$ cat src/sv/pfkd_pkg.sv
// Package with the types, constants and codes shared by the descriptor FIFO block.
`timescale 1ns / 1ps
package pfkd_pkg;

	localparam int DEPTH = 256;
	localparam int IDX_W = $clog2(DEPTH);
	localparam int CNT_W = $clog2(DEPTH + 1);
	localparam int LIMIT_W = 9;
	localparam int HELD_W = 9;
	localparam int DROP_W = 8;
	localparam int OUTQ_DEPTH = 4;
	localparam int OUTQ_IDX_W = $clog2(OUTQ_DEPTH);
	localparam int OUTQ_CNT_W = $clog2(OUTQ_DEPTH + 1);
	localparam logic [LIMIT_W-1:0] LIMIT_RESET = LIMIT_W'(64);

	typedef enum logic [2:0] {
		MODE_PUT   = 3'd0,
		MODE_GET   = 3'd1,
		MODE_FLUSH = 3'd2,
		MODE_GUARD = 3'd3,
		MODE_ABORT = 3'd4,
		MODE_START = 3'd5
	} mode_t;

	typedef enum logic [1:0] {
		ST_OK      = 2'd0,
		ST_ABORTED = 2'd1,
		ST_EMPTY   = 2'd2,
		ST_FULL    = 2'd3
	} status_t;

	typedef struct packed {
		mode_t        mode;
		logic [31:0]  pkt_handle;
		logic [23:0]  pkt_size;
		logic         is_key;
		logic         wait_if_empty;
	} pfkd_op_t;

	typedef struct packed {
		status_t             status;
		logic [31:0]         handle_out;
		logic [HELD_W-1:0]   packets_held;
		logic [31:0]         bytes_held;
		logic [DROP_W-1:0]   dropped_count;
		logic                last;
	} pfkd_res_t;

	typedef struct packed {
		logic [31:0] handle;
		logic [23:0] size;
		logic [31:0] stamp;
	} pfkd_desc_t;

	typedef struct packed {
		logic              en;
		logic [IDX_W-1:0]  addr;
		pfkd_desc_t        data;
	} pfkd_wr_t;

	typedef struct packed {
		logic       en;
		logic       two;
		pfkd_res_t  first;
		pfkd_res_t  second;
	} pfkd_push_t;

endpackage

$ cat src/sv/pfkd_out_fifo.sv
// Small result queue that takes one or two result words at once and hands out one per cycle while res_stall is low.
`timescale 1ns / 1ps
module pfkd_out_fifo (
	input  logic                 clk,
	input  logic                 arst_n,
	input  pfkd_pkg::pfkd_push_t push,
	output logic                 room,
	output logic                 res_valid,
	input  logic                 res_stall,
	output pfkd_pkg::pfkd_res_t  res_word
);
	import pfkd_pkg::*;

	pfkd_res_t               slot_q [OUTQ_DEPTH];
	logic [OUTQ_IDX_W-1:0]   wr_q;
	logic [OUTQ_IDX_W-1:0]   rd_q;
	logic [OUTQ_CNT_W-1:0]   cnt_q;
	logic                    pop;
	logic [OUTQ_CNT_W-1:0]   n_push;

	assign res_valid = (cnt_q != '0);
	assign res_word = slot_q[rd_q];
	assign pop = res_valid && !res_stall;
	assign room = (cnt_q <= OUTQ_CNT_W'(OUTQ_DEPTH - 2));
	assign n_push = push.en ? (push.two ? OUTQ_CNT_W'(2) : OUTQ_CNT_W'(1)) : '0;

	always_ff @(posedge clk) begin
		if (push.en) begin
			slot_q[wr_q] <= push.first;
			if (push.two) begin
				slot_q[wr_q + OUTQ_IDX_W'(1)] <= push.second;
			end
		end
	end

	always_ff @(posedge clk or negedge arst_n) begin
		if (!arst_n) begin
			wr_q <= '0;
			rd_q <= '0;
			cnt_q <= '0;
		end else begin
			wr_q <= wr_q + OUTQ_IDX_W'(n_push);
			if (pop) begin
				rd_q <= rd_q + OUTQ_IDX_W'(1);
			end
			cnt_q <= cnt_q + n_push - (pop ? OUTQ_CNT_W'(1) : OUTQ_CNT_W'(0));
		end
	end

	a_no_overflow: assert property (@(posedge clk) disable iff (!arst_n)
		push.en |-> (cnt_q <= OUTQ_CNT_W'(OUTQ_DEPTH - 2)))
		else $error("Result queue written without room.");

endmodule

$ cat config.mk
export PLATFORM = sky130hd
export DESIGN_NAME = pfkd_out_fifo
export DESIGN_NICKNAME = d
export VERILOG_FILES = /design/src/sv/pfkd_pkg.sv /design/src/sv/pfkd_out_fifo.sv
export SDC_FILE = /design/constraint.sdc
export NUM_CORES = 1
export LEC_CHECK = 0
export BUFFER_PORTS_ARGS = -buffer_cell sky130_fd_sc_hd__buf_2
export CAP_MARGIN = 20
export CELL_PAD_IN_SITES_DETAIL_PLACEMENT = 0
export CELL_PAD_IN_SITES_GLOBAL_PLACEMENT = 1
export CORE_MARGIN = 2
export CORE_UTILIZATION = 49
export CTS_CLUSTER_DIAMETER = 30
export DETAILED_ROUTE_END_ITERATION = 8
export PLACE_DENSITY = 0.81
export SLEW_MARGIN = 15
export SYNTH_ARGS = -nofsm -noshare
export SYNTH_HDL_FRONTEND = slang
export SYNTH_SLANG_ARGS = --single-unit
$ cat constraint.sdc
create_clock -name clk -period 6.5 [get_ports clk]
set_input_delay 0.325 -clock clk [delete_from_list [all_inputs] [get_ports clk]]
set_output_delay 0.325 -clock clk [all_outputs]
set_load 0.1 [all_outputs]
* Word-level counts from Yosys, hierarchy flattened
Memory sizes are Yosys's and may differ from the RTL's.
Cells that the tools add are included.
** Storage, ports and cells
- Bits in registers :: 7
- RAM bits :: 336
- Input bits :: 173
- Output and inout bits :: 86
- Logic and storage cells :: 21
- Memories :: 1
** Operators by class
- $add $sub $neg :: 5
- Magnitude comparators :: 1
- Mux-type cells :: 8
- Reductions and logical operators :: 3
** Memory list
- slot_q :: depth 4, width 84, read ports 1, clocked after memory_dff 0, write ports 2, line pfkd_out_fifo.sv:14 : pfkd_res_t slot_q [OUTQ_DEPTH];
** Operators by type and width (count)
- $mux 1 :: 6
- $add 2x1->2 const B :: 2
- $mux 2 :: 2
- $add 3x2->3 :: 1
- $le 3x2->1 const B :: 1
- $reduce_bool 3->1 :: 1
- $sub 3x1->3 :: 1
- $add 2x2->2 :: 1
- $logic_and 1x1->1 :: 1
- $logic_not 1->1 :: 1

* Longest topological paths before layout
Gate-level depths: netlist of the first run.
- Depth in word-level cells :: 4
- Mapped depth :: 9
- Gate-level depth less buffers :: 9

* Worst setup path before layout of the first run
Ideal clock, no wire load.
- Kind :: register to register
- Start :: reg wr_q[1]
- End :: mem slot_q[2][0] (netlist bit), enable pin
- Setup time :: 537 ps
- Data arrival time :: 4447 ps
- Required time :: 5963 ps
- Path slack :: 1516 ps
- Cell stages (with the launch flop) :: 5
- Path buffers :: 1
- Period minus slack after synthesis :: 4984 ps
- Cells stage by stage :: dfrtp_1 > buf_2 > nor2b_1 > a21oi_1 > nor2b_1
** RTL lines
- start: declaration :: line pfkd_out_fifo.sv:15 : logic [OUTQ_IDX_W-1:0] wr_q;
- start signal: assignment :: line pfkd_out_fifo.sv:42 : wr_q <= wr_q + OUTQ_IDX_W'(n_push);
- end: declaration :: line pfkd_out_fifo.sv:14

==> impl_metrics.json, run 1 <==
{
  "fp.dieArea_sq_um": 35300,
  "critPathKind": "reg -> out",
  "cp_data_arrival_time_ps": 3050,
  "cts_num_sinks": 343,
  "start_util": 0.496,
  "drt_wl_total_um": 38300,
  "syn_avg_cell_area_sq_um": 19.3,
  "regArea_sq_um": 10300,
  "grt_max_degree": 65,
  "holdWs_ps": 65.6,
  "cts_max_path_buffers": 3,
  "slew_headroom": 0.296,
  "final_cells": 1669,
  "crit_path_max_fanout": 41,
  "crit_chain": "buf_4, mux4_2, buf_2",
  "dr.pass1.iters": 5,
  "cpPeakStageDelay_ps": 1010,
  "final_nets": 1334,
  "max_slew.worst_pin.slew_ps": 1060,
  "finalHoldViolCount": 0,
  "min_from": "res_stall",
  "cp.required_ps": 6170,
  "place.gp.congestion": 0.699,
  "run_status": "complete, no violations",
  "ant_nets": 0,
  "max_freq_mhz": 296,
  "yosysWarnings": 0,
  "synth_nets": 1036,
  "cp_slowest_cell": "dfrtp_4",
  "cts_htree_levels": 3,
  "crit_start": "rd_q[0]",
  "rsz0062_at_grt": "false",
  "min_path_type": "in -> reg",
  "drive_gt1_frac": 0.549,
  "drc": 0,
  "rows": 67,
  "cts_hold_buffers": 1,
  "die_x_um": 188,
  "area_growth_pct": 25.7,
  "multiInputGateArea_sq_um": 5970,
  "synth_seq_cells": 343,
  "clk_pin_slew_worst_paths_ps": 40,
  "yosys_most_used_dff": "edfxtp_1",
  "design_area_sq_um": 20800,
  "ios": 259,
  "maxCapViolations": 0,
  "finalSetupTns_ps": 0,
  "port_buffers": 258,
  "end_kind": "primary output",
  "core_sq_um": 33400,
  "timing.final.crit_share": 0.520,
  "synth_area_sq_um": 16600,
  "ys_async_sr_fraction": 0.0204,
  "yosysTopAreaCell": "edfxtp_1",
  "dp.cells": 1521,
  "grt_pass1_vias": 10100,
  "yosysSeqAreaShare": 0.619,
  "dieHeight_um": 188,
  "grt_pass1_wl_um": 58500,
  "grt_usage": 0.218,
  "dpl-instance-area_sq_um": 18200,
  "antenna_found_initial": 10,
  "hpwlAfterDp_um": 21600,
  "setup_viol": 0,
  "synth_top_area_frac": 0.608,
  "finalMaxSlewViolations": 0,
  "syn_inst": 858,
  "post_cts_buffers": 0,
  "overflow": 0,
  "vias": 9325,
  "period_needed_ps": 3380,
  "synth_area_leaders": "edfxtp_1 (61%), mux2_2 (13%), mux4_2 (11%)",
  "nFillCells": 2436,
  "numCtsBuffers": 80,
  "wl_per_cell_um": 22.9,
  "clk_latency_ps": 560,
  "synth-edff-count": 336,
  "critPathLaunchType": "flop",
  "fin_skew_ps": 18.8,
  "cts_resized": 0,
  "routed_via_density": 5.59,
  "synthDistinctLibCells": 29,
  "cts_tree": "done",
  "cts_root_buffer": "clkbuf_16",
  "first_iter_violations": 498,
  "r2r_start": "wr_q[0]"
}
==> per-stage QoR <==
step / utilization / worst slack, ps
2_1_floorplan: - / 1520
3_3_place_gp: 0.545 / 3550
3_5_place_dp: 0.545 / 3540
4_1_cts: 0.623 / 2980
5_1_grt: 0.623 / 2880
6_report: 0.623 / 3120
==> registers in the layout, summed over array words and instances (netlist names) <==
name / flops
cnt_q: 3
rd_q: 2
slot_q: 336
wr_q: 2
==> critical path: cells and delay by family (launching register included) <==
kind | cells | cell delay (ps)
DFF | 1 | 1010
buffers and inverters | 2 | 890
muxes | 1 | 580
==> cell families after synthesis <==
kind of cell,count (synthesis),share of synthesized area
muxes,420,0.342
and+or+nand+nor,16,0.00551
xor gates and xnor gates,6,0.00317
adders and majority gates,5,0.00423
DFF,343,0.619
buffers and inverters,64,0.0247
AOI/OAI and AO/OA,4,0.00121
==> final timing paths <==
check / endpoint / slack, ps / cells past startpoint
setup / recovery: res_word[51] / 3120 / 3
hold / removal: rd_q[1] / 70 / 3
setup reg to reg: slot_q[2][43] / 3570 / 4
hold reg to reg: cnt_q[0] / 520 / 1
max in group asynchronous: rd_q[0] / 6140 / 2
min in group asynchronous: wr_q[0] / 170 / 2
==> placed cells by master, fill, tap and decap left out, drive strengths merged, types with 2 or more instances in the layout <==
| cell | instances |
|---|---|
| inv | 14 |
| nor2b | 2 |
| diode | 5 |
| bufinv | 10 |
| o21ai | 2 |
| dfrtp | 7 |
| buf | 272 |
| clkinvlp | 6 |
| nor3 | 2 |
| mux4 | 84 |
| nor2 | 3 |
| mux2 | 336 |
| edfxtp | 336 |
| xnor2 | 2 |
| xor2 | 4 |
| clkbuf | 93 |
| a21oi | 2 |
| clkinv | 26 |
| ha | 4 |
| nand3 | 3 |
==> synth_stat cells (2+ instances only) <==
| library cell | count |
|---|---|
| a21oi_1 | 2 |
| buf_1 | 6 |
| buf_2 | 23 |
| buf_4 | 13 |
| buf_6 | 12 |
| clkbuf_1 | 2 |
| dfrtp_1 | 7 |
| edfxtp_1 | 336 |
| ha_1 | 4 |
| inv_1 | 7 |
| mux2_1 | 148 |
| mux2_2 | 188 |
| mux4_2 | 84 |
| nand3_1 | 3 |
| nor2_1 | 3 |
| nor2b_1 | 2 |
| o21ai_0 | 2 |
| xnor2_1 | 2 |
| xor2_1 | 4 |
==> metal layers <==
layer	vias up	routed length, um	global-route usage
li1	4168	-	-
met1	4760	15700	0.275
met2	320	18600	0.361
met3	67	3180	0.0702
met4	10	736	0.0690
met5	-	52	0
==> layout make-up <==
class,instances,area share
Clock buffer,93,0.0994
Inverter,7,0.00126
Timing Repair Buffer,273,0.0675
Sequential cell,343,0.493
Multi-Input combinational cell,451,0.286
Clock inverter,49,0.0253
Antenna cell,5,0.000600
Tap cell,448,0.0269
Power of run 1 is not shown: default switching activity piles up to over one toggle a cycle in this logic, so the estimate is an artifact.
==> run 2: changes to the inputs <==
clock period = 3.51 ns   (was 6.5 ns; I/O delays follow)
==> run 2 against run 1 <==
Against the previous run: critical path depth rose by 2; first-iteration DRC count increased by 2.6%; utilization increased by 7.7 points; hold slack improved by 50 ps; sequential share of layout area down 5.4 points; clock skew decreased by 6.0 ps; highest routed layer unchanged.
==> impl_metrics.json, run 2 (synthesis results as in run 1) <==
{
  "vias": 10500,
  "cpPeakStageDelay_ps": 570,
  "crit_path_max_fanout": 41,
  "clk_pin_slew_worst_paths_ps": 50,
  "grt_usage": 0.240,
  "diodes": 0,
  "ant_nets": 0,
  "max_slew.worst_pin.slew_ps": 912,
  "numCtsBuffers": 76,
  "peakVddDrop_v": 0.000963,
  "grt_max_degree": 55,
  "regArea_sq_um": 10300,
  "dp.cells": 1529,
  "cts_resized": 0,
  "worst-path-buf-inv": 2,
  "wl_per_cell_um": 21.8,
  "fin_ws_ps": 514,
  "routed_via_density": 5.44,
  "die_x_um": 188,
  "drc": 0,
  "max_freq_mhz": 334,
  "first_iter_violations": 511,
  "drive_gt1_frac": 0.463,
  "grt_pass1_wl_um": 65100,
  "crit_chain": "nor2b_1, nand3_4, buf_12, mux2_1, dlygate4sd3_1",
  "largest_registers": "slot_q x336, cnt_q x3",
  "finalMaxSlewViolations": 0,
  "holdWs_ps": 115,
  "fin_skew_ps": 12.9,
  "fp.dieArea_sq_um": 35300,
  "nFillCells": 2166,
  "ios": 259,
  "cts_max_path_buffers": 3,
  "powerDensity_nw_per_um2": 967,
  "dr.pass1.iters": 4,
  "dieHeight_um": 188,
  "port_buffers": 258,
  "rows": 67,
  "final_cell_mix": "edfxtp_1 (336), buf_2 (258), dlygate4sd3_1 (255), mux2_2 (188), mux2_1 (148)",
  "design_area_sq_um": 23400,
  "leakagePower_nw": 8.69,
  "antenna_found_initial": 2,
  "drt_wl_total_um": 41800,
  "cp_slowest_cell": "dlygate4sd3_1",
  "min_path_type": "in -> reg",
  "hpwlAfterDp_um": 22200,
  "timing.final.crit_share": 0.854,
  "finalHoldViolCount": 0,
  "critPathKind": "reg -> reg",
  "setup_viol": 0,
  "slew_headroom": 0.392,
  "largest-register": "slot_q",
  "place.gp.congestion": 0.707,
  "final_common_cell": "edfxtp_1",
  "post-place-ws_ps": 1110,
  "crit_family": "buffers and inverters",
  "multiInputGateArea_sq_um": 5970,
  "cts_tree": "done",
  "overflow": 0,
  "cp_data_arrival_time_ps": 3310,
  "rsz0062_at_grt": "false",
  "cp.required_ps": 3830,
  "period_needed_ps": 3000,
  "critPathLaunchType": "flop",
  "cts_htree_levels": 3,
  "start_util": 0.496,
  "maxCapViolations": 0,
  "final_nets": 1592,
  "end_kind": "flop",
  "clk_latency_ps": 560,
  "largest_reg_flops": 336,
  "final_cells": 1921,
  "core_sq_um": 33400,
  "grt_pass1_vias": 11800,
  "cts_num_sinks": 343,
  "dpl-instance-area_sq_um": 18400,
  "run_status": "complete, no violations",
  "area_growth_pct": 41.3,
  "cts_root_buffer": "clkbuf_16"
}
-- run 2: routing by layer --
layer	wire, um	vias up	track usage
met1	17000	5316	0.294
met5	24	-	0
met4	800	4	0.0824
met3	2620	70	0.0599
met2	21400	371	0.417
li1	-	4697	-
-- run 2: path summary, 6_finish.rpt --
| check | start | to | slack [ps] | cells past startpoint |
|---|---|---|---|---|
| max in group asynchronous | arst_n | rd_q[0] | 2640 | 3 |
| max | wr_q[1] | slot_q[2][47] | 510 | 5 |
| max reg2reg | wr_q[1] | slot_q[2][47] | 510 | 5 |
| min | push[168] | wr_q[1] | 120 | 3 |
| min in group asynchronous | arst_n | cnt_q[0] | 580 | 3 |
| min reg2reg | cnt_q[2] | cnt_q[2] | 500 | 1 |
-- run 2: what timing repair did --
| action | 4_1_cts | 5_1_grt |
|---|---|---|
| hold buffers | 255 | 0 |
| buffers inserted | 0 | 0 |
| endpoints found under the hold margin | 345 | 0 |
-- run 2: area by class of cell --
cell class                      instances  area share
Multi-Input combinational cell        451       0.255
Clock buffer                           84      0.0852
Inverter                                7     0.00112
Clock inverter                         53      0.0218
Timing Repair Buffer                  535       0.175
Sequential cell                       343       0.438
Tap cell                              448      0.0239
-- run 2: worst min-delay path, cell delays in order --
cell	delay, ps
buf_2	160
nand2_1	200
xnor2_1	100
-- run 2: per-stage QoR --
stage / TNS (ps) / utilization / power [mW]
CTS: 0 / 0.700 / 22.8
global placement: 0 / 0.549 / 15.5
detailed placement: 0 / 0.549 / 15.6
global route: 0 / 0.700 / 23.4
floorplan: -182930 / - / 14.0
finish: 0 / 0.700 / 22.6
-- run 2: power breakdown --
part           switching, mW  total, mW  internal (mW)
combinational           7.24       9.74           2.50
sequential             0.360       6.05           5.69
clock                   2.20       6.86           4.66
Note: power is estimated with default switching activity, not from simulation.
