[src/sv/pfkd_pkg.sv]
// Package with the types, constants and codes shared by the descriptor FIFO block.
`timescale 1ns / 1ps
package pfkd_pkg;

	localparam int DEPTH = 256;
	localparam int IDX_W = $clog2(DEPTH);
	localparam int CNT_W = $clog2(DEPTH + 1);
	localparam int LIMIT_W = 9;
	localparam int HELD_W = 9;
	localparam int DROP_W = 8;
	localparam int OUTQ_DEPTH = 4;
	localparam int OUTQ_IDX_W = $clog2(OUTQ_DEPTH);
	localparam int OUTQ_CNT_W = $clog2(OUTQ_DEPTH + 1);
	localparam logic [LIMIT_W-1:0] LIMIT_RESET = LIMIT_W'(64);

	typedef enum logic [2:0] {
		MODE_PUT   = 3'd0,
		MODE_GET   = 3'd1,
		MODE_FLUSH = 3'd2,
		MODE_GUARD = 3'd3,
		MODE_ABORT = 3'd4,
		MODE_START = 3'd5
	} mode_t;

	typedef enum logic [1:0] {
		ST_OK      = 2'd0,
		ST_ABORTED = 2'd1,
		ST_EMPTY   = 2'd2,
		ST_FULL    = 2'd3
	} status_t;

	typedef struct packed {
		mode_t        mode;
		logic [31:0]  pkt_handle;
		logic [23:0]  pkt_size;
		logic         is_key;
		logic         wait_if_empty;
	} pfkd_op_t;

	typedef struct packed {
		status_t             status;
		logic [31:0]         handle_out;
		logic [HELD_W-1:0]   packets_held;
		logic [31:0]         bytes_held;
		logic [DROP_W-1:0]   dropped_count;
		logic                last;
	} pfkd_res_t;

	typedef struct packed {
		logic [31:0] handle;
		logic [23:0] size;
		logic [31:0] stamp;
	} pfkd_desc_t;

	typedef struct packed {
		logic              en;
		logic [IDX_W-1:0]  addr;
		pfkd_desc_t        data;
	} pfkd_wr_t;

	typedef struct packed {
		logic       en;
		logic       two;
		pfkd_res_t  first;
		pfkd_res_t  second;
	} pfkd_push_t;

endpackage

[src/sv/pfkd_queue_ctrl.sv]
// Queue control: latches one operation, reads the descriptor memory, updates the queue state.
`timescale 1ns / 1ps
module pfkd_queue_ctrl (
	input  logic                          clk,
	input  logic                          arst_n,
	input  logic                          op_valid,
	output logic                          op_stall,
	input  pfkd_pkg::pfkd_op_t            op_word,
	input  logic                          cfg_valid,
	output logic                          cfg_ready,
	input  logic [pfkd_pkg::LIMIT_W-1:0]  cfg_data,
	output pfkd_pkg::pfkd_wr_t            wr,
	output logic [pfkd_pkg::IDX_W-1:0]    raddr_a,
	output logic [pfkd_pkg::IDX_W-1:0]    raddr_b,
	input  pfkd_pkg::pfkd_desc_t          rdata_a,
	input  pfkd_pkg::pfkd_desc_t          rdata_b,
	input  logic                          room,
	output pfkd_pkg::pfkd_push_t          push
);
	import pfkd_pkg::*;

	localparam int CMP_W = (CNT_W > LIMIT_W) ? CNT_W : LIMIT_W;

	typedef enum logic {
		S_IDLE,
		S_EXEC
	} state_t;

	state_t               state_q;
	pfkd_op_t             op_q;
	logic [IDX_W-1:0]     head_q, tail_q, key_idx_q;
	logic [CNT_W-1:0]     count_q;
	logic [31:0]          bytes_q, enq_q;
	logic                 key_vld_q, abort_q, pend_q;
	logic [LIMIT_W-1:0]   limit_q;

	logic [IDX_W-1:0]     head_n, tail_n, key_idx_n;
	logic [CNT_W-1:0]     count_n, count_put, drop_w;
	logic [31:0]          bytes_n, bytes_put, size_ext;
	logic                 key_vld_n, abort_n, pend_n;
	logic                 fire;
	pfkd_res_t            r0, r1;
	logic                 two, emit;

	function automatic logic [IDX_W-1:0] next_idx(input logic [IDX_W-1:0] i);
		return (i == IDX_W'(DEPTH - 1)) ? '0 : i + IDX_W'(1);
	endfunction

	function automatic pfkd_res_t mk_res(input status_t st, input logic [31:0] h,
			input logic [CNT_W-1:0] c, input logic [31:0] b,
			input logic [DROP_W-1:0] d, input logic l);
		pfkd_res_t r;
		r.status = st;
		r.handle_out = h;
		r.packets_held = HELD_W'(c);
		r.bytes_held = b;
		r.dropped_count = d;
		r.last = l;
		return r;
	endfunction

	assign op_stall = (state_q != S_IDLE);
	assign cfg_ready = 1'b1;
	assign fire = (state_q == S_EXEC) && room;
	assign raddr_a = head_q;
	assign raddr_b = key_idx_q;
	assign size_ext = 32'(op_q.pkt_size);
	assign count_put = count_q + CNT_W'(1);
	assign bytes_put = bytes_q + size_ext;
	assign drop_w = (key_idx_q >= head_q)
		? CNT_W'(key_idx_q) - CNT_W'(head_q)
		: CNT_W'(key_idx_q) + CNT_W'(DEPTH) - CNT_W'(head_q);

	always_comb begin
		head_n = head_q;
		tail_n = tail_q;
		key_idx_n = key_idx_q;
		count_n = count_q;
		bytes_n = bytes_q;
		key_vld_n = key_vld_q;
		abort_n = abort_q;
		pend_n = pend_q;
		two = 1'b0;
		emit = 1'b1;
		wr.en = 1'b0;
		wr.addr = tail_q;
		wr.data.handle = op_q.pkt_handle;
		wr.data.size = op_q.pkt_size;
		wr.data.stamp = enq_q;
		r0 = mk_res(ST_OK, '0, count_q, bytes_q, '0, 1'b1);
		r1 = mk_res(ST_OK, '0, count_q, bytes_q, '0, 1'b1);
		unique case (op_q.mode)
			MODE_PUT: begin
				if (abort_q) begin
					r0.status = ST_ABORTED;
				end else if (count_q >= CNT_W'(DEPTH)) begin
					r0.status = ST_FULL;
				end else begin
					wr.en = 1'b1;
					tail_n = next_idx(tail_q);
					if (op_q.is_key) begin
						key_idx_n = tail_q;
						key_vld_n = 1'b1;
					end
					if (pend_q) begin
						pend_n = 1'b0;
						r0 = mk_res(ST_OK, '0, count_put, bytes_put, '0, 1'b0);
						if (key_vld_n && key_idx_n == head_q) begin
							key_vld_n = 1'b0;
						end
						head_n = next_idx(head_q);
						r1 = mk_res(ST_OK, op_q.pkt_handle, count_q, bytes_q, '0, 1'b1);
						two = 1'b1;
					end else begin
						count_n = count_put;
						bytes_n = bytes_put;
						r0 = mk_res(ST_OK, '0, count_put, bytes_put, '0, 1'b1);
					end
				end
			end
			MODE_GET: begin
				if (abort_q) begin
					r0.status = ST_ABORTED;
				end else if (count_q == '0) begin
					if (op_q.wait_if_empty && !pend_q) begin
						pend_n = 1'b1;
						emit = 1'b0;
					end else begin
						r0.status = ST_EMPTY;
					end
				end else begin
					bytes_n = bytes_q - 32'(rdata_a.size);
					count_n = count_q - CNT_W'(1);
					head_n = next_idx(head_q);
					if (key_vld_q && key_idx_q == head_q) begin
						key_vld_n = 1'b0;
					end
					r0 = mk_res(ST_OK, rdata_a.handle, count_n, bytes_n, '0, 1'b1);
				end
			end
			MODE_FLUSH: begin
				head_n = '0;
				tail_n = '0;
				count_n = '0;
				bytes_n = '0;
				key_vld_n = 1'b0;
				r0 = mk_res(ST_OK, '0, '0, '0, '0, 1'b1);
			end
			MODE_GUARD: begin
				if (limit_q != '0 && CMP_W'(count_q) > CMP_W'(limit_q)
						&& key_vld_q && key_idx_q != head_q) begin
					bytes_n = bytes_q - (rdata_b.stamp - rdata_a.stamp);
					count_n = count_q - drop_w;
					head_n = key_idx_q;
					r0 = mk_res(ST_OK, '0, count_n, bytes_n,
						(drop_w > CNT_W'(255)) ? DROP_W'(255) : DROP_W'(drop_w), 1'b1);
				end
			end
			MODE_ABORT: begin
				abort_n = 1'b1;
				if (pend_q) begin
					pend_n = 1'b0;
					r0.last = 1'b0;
					r1.status = ST_ABORTED;
					two = 1'b1;
				end
			end
			MODE_START: begin
				abort_n = 1'b0;
			end
			default: begin
			end
		endcase
		wr.en = wr.en && fire;
		push.en = fire && emit;
		push.two = two;
		push.first = r0;
		push.second = r1;
	end

	always_ff @(posedge clk) begin
		if (op_valid && !op_stall) begin
			op_q <= op_word;
		end
	end

	always_ff @(posedge clk or negedge arst_n) begin
		if (!arst_n) begin
			state_q <= S_IDLE;
			head_q <= '0;
			tail_q <= '0;
			key_idx_q <= '0;
			count_q <= '0;
			bytes_q <= '0;
			enq_q <= '0;
			key_vld_q <= 1'b0;
			abort_q <= 1'b0;
			pend_q <= 1'b0;
			limit_q <= LIMIT_RESET;
		end else begin
			if (cfg_valid && cfg_ready) begin
				limit_q <= cfg_data;
			end
			unique case (state_q)
				S_IDLE: begin
					if (op_valid) begin
						state_q <= S_EXEC;
					end
				end
				S_EXEC: begin
					if (fire) begin
						state_q <= S_IDLE;
						head_q <= head_n;
						tail_q <= tail_n;
						key_idx_q <= key_idx_n;
						count_q <= count_n;
						bytes_q <= bytes_n;
						key_vld_q <= key_vld_n;
						abort_q <= abort_n;
						pend_q <= pend_n;
						if (wr.en) begin
							enq_q <= enq_q + size_ext;
						end
					end
				end
				default: begin
					state_q <= S_IDLE;
				end
			endcase
		end
	end

	a_pend_empty: assert property (@(posedge clk) disable iff (!arst_n)
		pend_q |-> (count_q == '0))
		else $error("A get is held pending while packets are queued.");

	a_key_queued: assert property (@(posedge clk) disable iff (!arst_n)
		key_vld_q |-> (count_q != '0))
		else $error("Newest keyframe marked valid on an empty queue.");

	a_count_range: assert property (@(posedge clk) disable iff (!arst_n)
		count_q <= CNT_W'(DEPTH))
		else $error("Packet count beyond the queue depth.");

	a_write_tail: assert property (@(posedge clk) disable iff (!arst_n)
		wr.en |=> (tail_q == next_idx($past(tail_q))))
		else $error("Descriptor written without advancing the tail.");

endmodule

[config.mk]
export PLATFORM = sky130hd
export DESIGN_NAME = pfkd_queue_ctrl
export DESIGN_NICKNAME = d
export VERILOG_FILES = /design/src/sv/pfkd_pkg.sv /design/src/sv/pfkd_queue_ctrl.sv
export SDC_FILE = /design/constraint.sdc
export NUM_CORES = 1
export LEC_CHECK = 0
export ABC_AREA = 1
export BUFFER_PORTS_ARGS = -buffer_cell sky130_fd_sc_hd__clkbuf_2
export CORE_MARGIN = 10
export CORE_UTILIZATION = 55
export CTS_CLUSTER_DIAMETER = 200
export CTS_CLUSTER_SIZE = 8
export DETAILED_ROUTE_END_ITERATION = 6
export HOLD_SLACK_MARGIN = 0.1
export PLACE_DENSITY = 0.83
export SETUP_SLACK_MARGIN = 0.5
export SYNTH_ARGS = -nofsm -noshare
export SYNTH_HDL_FRONTEND = slang
export SYNTH_SLANG_ARGS = --single-unit
export TNS_END_PERCENT = 20
[constraint.sdc]
create_clock -name clk -period 4.26 [get_ports clk]
set_clock_uncertainty 0.15 [all_clocks]
set_input_delay 0.426 -clock clk [delete_from_list [all_inputs] [get_ports clk]]
set_output_delay 0.426 -clock clk [all_outputs]
set_load 0.01 [all_outputs]
* After elaboration in Yosys (flattened, before gate mapping)
Index checks and enable logic that the tools add are counted.
** Operators by class
- Add/sub/neg operators :: 13
- Multiply operators :: 0
- Divide/modulo/power cells :: 0
- Magnitude comparators :: 4
- Eq/ne operators :: 20
- Shift-type cells :: 0
- Mux-type cells :: 85
- Bitwise gates (word level) :: 3
- Reductions and logical operators :: 28
** Operator list (count)
- $mux 82 :: 6
- $pmux 83 s4 :: 1
- $mux 32 :: 6
- $mux 50 :: 3
- $pmux 32 s4 :: 1
- $mux 8 :: 15
- $add 32x24->32 :: 2
- $sub 32x32->32 :: 2
- $mux 9 :: 7
- $pmux 9 s4 :: 1
- $pmux 8 s4 :: 1
- $sub 32x24->32 :: 1
- $mux 1 :: 31
- $ne 2x2->1 const B :: 10
- $reduce_and 9->1 :: 2
- $add 8x1->8 const B :: 2
- $eq 8x8->1 :: 2
- $eq 8x8->1 const B :: 2
- $pmux 8 s2 :: 1
- $reduce_and 8->1 :: 2
- $logic_and 1x1->1 :: 10
- $mux 2 :: 5
- $reduce_and 5->1 :: 2
- $add 8x9->9 const B :: 1
- other kinds (26) :: 37
** Word-level totals
- Bits in registers :: 171
- Latch bits :: 0
- Bits in writable memories :: 0
- ROM bits :: 0
- Input bits :: 251
- Output and inout bits :: 285
- Logic and storage cells :: 169
- Memories kept :: 0

* Logic depth before layout (Yosys ltp)
- Word-level depth :: 11
- Depth in mapped cells :: 19

* Worst setup path before layout
OpenSTA, ideal clock, no wires.
- Kind :: in2reg
- From :: input op_valid
- To :: register op_q[0] (netlist name), enable pin
- Library setup time :: 482 ps
- Data arrival time :: 3025 ps
- Setup slack :: 603 ps
- Stages on the path :: 2
- Path buffers :: 0
- Cell sequence :: inv_1 -> nor2_1
** On the way
- Cells in the longest elaborated chain, start to end :: 1
** Ends and longest elaborated chain
- start: declaration :: RTL line pfkd_queue_ctrl.sv:6 : input logic op_valid,
- $logic_and 1x1->1 :: RTL line pfkd_queue_ctrl.sv:182 : if (op_valid && !op_stall) begin
- end signal: assignment :: RTL line pfkd_queue_ctrl.sv:183 : op_q <= op_word;
- end: declaration :: RTL line pfkd_queue_ctrl.sv:30 : pfkd_op_t op_q;
Every way passes these cells.
A chain may end at the register's enable or synchronous reset.

==> results_dict.tcl <==
set metrics [dict create \
    status "complete, but fails checks" \
    violations "design-rule violations" \
    cts.path.max_buffers 2 \
    worst_ep_arrival_time_ps 3440 \
    grt_usage_pct 38.37 \
    wl_mm 91.51 \
    gp_congestion 1.108 \
    die_w_um 213.2 \
    fillerInstances 3092 \
    cts_tree "built" \
    overflow 0 \
    setup_ws_ps 245.1 \
    dp_hpwl_mm 69.13 \
    fin_crit_ps 4015 \
    ios 536 \
    clock_latency_ps 480 \
    rsz0062_at_grt "yes" \
    final_nets 4348 \
    first_pass_iters 7 \
    pre_cts_ws_ps 517.6 \
    antenna_found_initial 7 \
    cp-end-kind "output pin" \
    drt.antenna.violating_nets 0 \
    max_freq_ghz 0.2491 \
    final_area_um2 26090 \
    drive_gt1_share_pct 23.22 \
    syn_area_um2 20520 \
    drc 6 \
    r2r_slack_ps 330 \
    async_flop_share_pct 64.33 \
    p_leak_uw 0.01417 \
    grt_max_degree 58 \
    num_vias 25300 \
    cp_data_required_time_ps 3680 \
    hold_viol_final 0 \
    row_count 70 \
    avgRoutedWirePerCell_um 20.72 \
    initial_core_util_pct 55.93 \
    hold_path.class "in -> reg" \
    startpoint_type "flip-flop" \
    grt_pass1_vias 23620 \
    seq_area_um2 4621 \
    regToRegStartpoint "raddr_b[0]" \
    clk_pin_slew_ps 80 \
    hp-start "cfg_valid" \
    worstSetupPathType "reg -> out" \
    htreeDepth 4 \
    place_area_um2 22990 \
    grt_pass1_wl_mm 134.2 \
    cts_sinks 171 \
    finalSetupTns_ps 0 \
    drt_iter0_markers 3163 \
    worstSetupStartpoint "raddr_b[0]" \
    synth_cells 3384 \
    route.detailed.vias_per_inst 5.728 \
    cts-root-buf "clkbuf_16" \
    yosysWarnings 0 \
    cts_buffers 17 \
    max_slew_margin_pct 37.75 \
    synth.ff_latch_count 171 \
    synth_cell_types 57 \
    finalSetupViolations 0 \
    p_total_uw 19310 \
    p_per_area_nw_per_um2 740.1 \
    dieArea_um2 45440 \
    yosysSeqAreaShare_pct 22.34 \
    syn_to_final_growth_pct 27.10 \
    finalMaxSlewViolations 0 \
    vdd_ir_drop_max_v 0.0005271 \
    min_period_over_period_pct 94.25 \
    port_buffers 468 \
    die_h_um 213.2 \
    syn_avg_cell_area_um2 6.065 \
    crit_fanout 4 \
    synthFlopType "dfrtp_1" \
    multi_input_area_um2 13960 \
    synth-edff-count 61 \
    tightestPinTransition_ps 932.7 \
    utilization_pct 71.08 \
    maxCapViolations 0 \
    coreArea_um2 36700 \
]
critical path, stage by stage (launching register included):
cell and delay [ps]:
dfrtp_1 410, inv_2 110, ha_4 150, inv_4 30
fa_2 370, nand3_2 100, nand2_2 60, a31oi_1 160
xor2_1 260, ha_1 320, inv_2 150, nor4_4 70
a21oi_2 230, nand3_2 140, nand3_2 110, o2111ai_4 130
buf_8 170
cells in the final DEF (no fill, tap or decap), drive strengths merged, types with 5 or more instances in the layout:
cell	Yosys	routed
dfrtp	109	109
nand2	1077	1077
buf	107	131
xnor2	25	25
o31ai	5	5
nand3	250	250
xor2	39	39
or2	21	21
o21a	6	6
dlygate4sd3	0	72
o21ai	189	189
conb	2	11
o22ai	9	9
a31oi	9	9
fa	36	36
o2111ai	8	8
a21oi	166	166
diode	0	7
nor3	47	47
edfxtp	61	61
nand3b	23	23
nand4	43	43
ha	133	133
inv	590	597
o221ai	5	5
clkinv	1	9
o211ai	15	15
nor4	11	11
clkbuf	39	476
nor2	332	332
o21bai	7	7
path summary, 6_finish.rpt:
| path | end | cells past startpoint |
|---|---|---|
| max reg2reg | count_q[8] | 25 |
| max in group asynchronous | bytes_q[7] | 3 |
| min | limit_q[6] | 3 |
| max | push[133] | 16 |
| min reg2reg | enq_q[0] | 2 |
| min in group asynchronous | enq_q[27] | 2 |
flip-flops by register name, indices dropped and copies added, names as in the netlist:
signal,count
abort_q,1
op_stall,1
limit_q,9
op_q,5
count_q,9
wr,56
raddr_b,8
enq_q,32
pend_q,1
bytes_q,32
key_vld_q,1
tail_q,8
raddr_a,8
per-layer routing:
metal / vias up / wire (um) / GRT usage [%]
met2: 1786 / 41250 / 61.98
met4: 2 / 8140 / 29.14
met1: 11310 / 31450 / 43.80
met3: 435 / 10650 / 8.460
met5: - / 13 / 0
li1: 11770 / - / -
cells in the mapped netlist (11+ instances only):
cell / count / area (um2)
a21oi_1: 166 / 830.8
o21ai_0: 145 / 725.7
inv_2: 11 / 41.29
o21ai_1: 44 / 220.2
nor2_1: 328 / 1231
buf_2: 30 / 150.1
clkbuf_1: 39 / 146.4
nor3_1: 43 / 215.2
xnor2_1: 25 / 219.0
edfxtp_1: 61 / 1832
nand2_1: 1073 / 4028
dfrtp_1: 109 / 2728
nand3b_1: 23 / 172.7
ha_1: 133 / 1664
o211ai_1: 14 / 105.1
nand4_1: 43 / 269.0
fa_1: 36 / 720.7
nand3_1: 248 / 1241
nor4_1: 11 / 68.82
inv_1: 579 / 2173
or2_2: 20 / 125.1
xor2_1: 39 / 341.6
buf_4: 74 / 555.5
layout make-up:
cell class	count	share of cell area [%]
Tap cell	468	2.245
Clock inverter	15	0.6715
Antenna cell	7	0.06715
Inverter	591	8.562
Multi-Input combinational cell	2485	53.52
Timing Repair Buffer	662	15.59
Clock buffer	17	1.631
Sequential cell	171	17.71
report_power, final:
group          internal (uW)  total (uW)  switching, uW
registers               2100        2550            443
logic                   5470       15100           9630
clock network            795        1660            865
total                   8370       19300          10900
through the flow:
| step | cells | hold slack, ps |
|---|---|---|
| CTS | 4383 | 183.9 |
| global route | 4414 | 238.3 |
| finish | 4416 | 190.9 |
| global placement | 4230 | 336.1 |
| floorplan | 3393 | -19.59 |
| detailed placement | 4230 | 341.7 |
kinds of logic after synthesis:
family	synth area share, %
simple gates	36.73
other cells	0.03659
xor+xnor	2.731
compound gates	11.47
buf+inv	15.01
fa+ha+maj	11.62
mux	0.05486
flops	22.34
timing repair:
item | in CTS | in global routing
pin swaps | 24 | 63
endpoints found under the setup margin | 49 | 63
hold endpoints to repair | 125 | 0
gates resized for setup | 95 | 220
hold buffers | 72 | 0
buffers inserted | 49 | 26
Note: power is estimated with default switching activity, not from simulation.
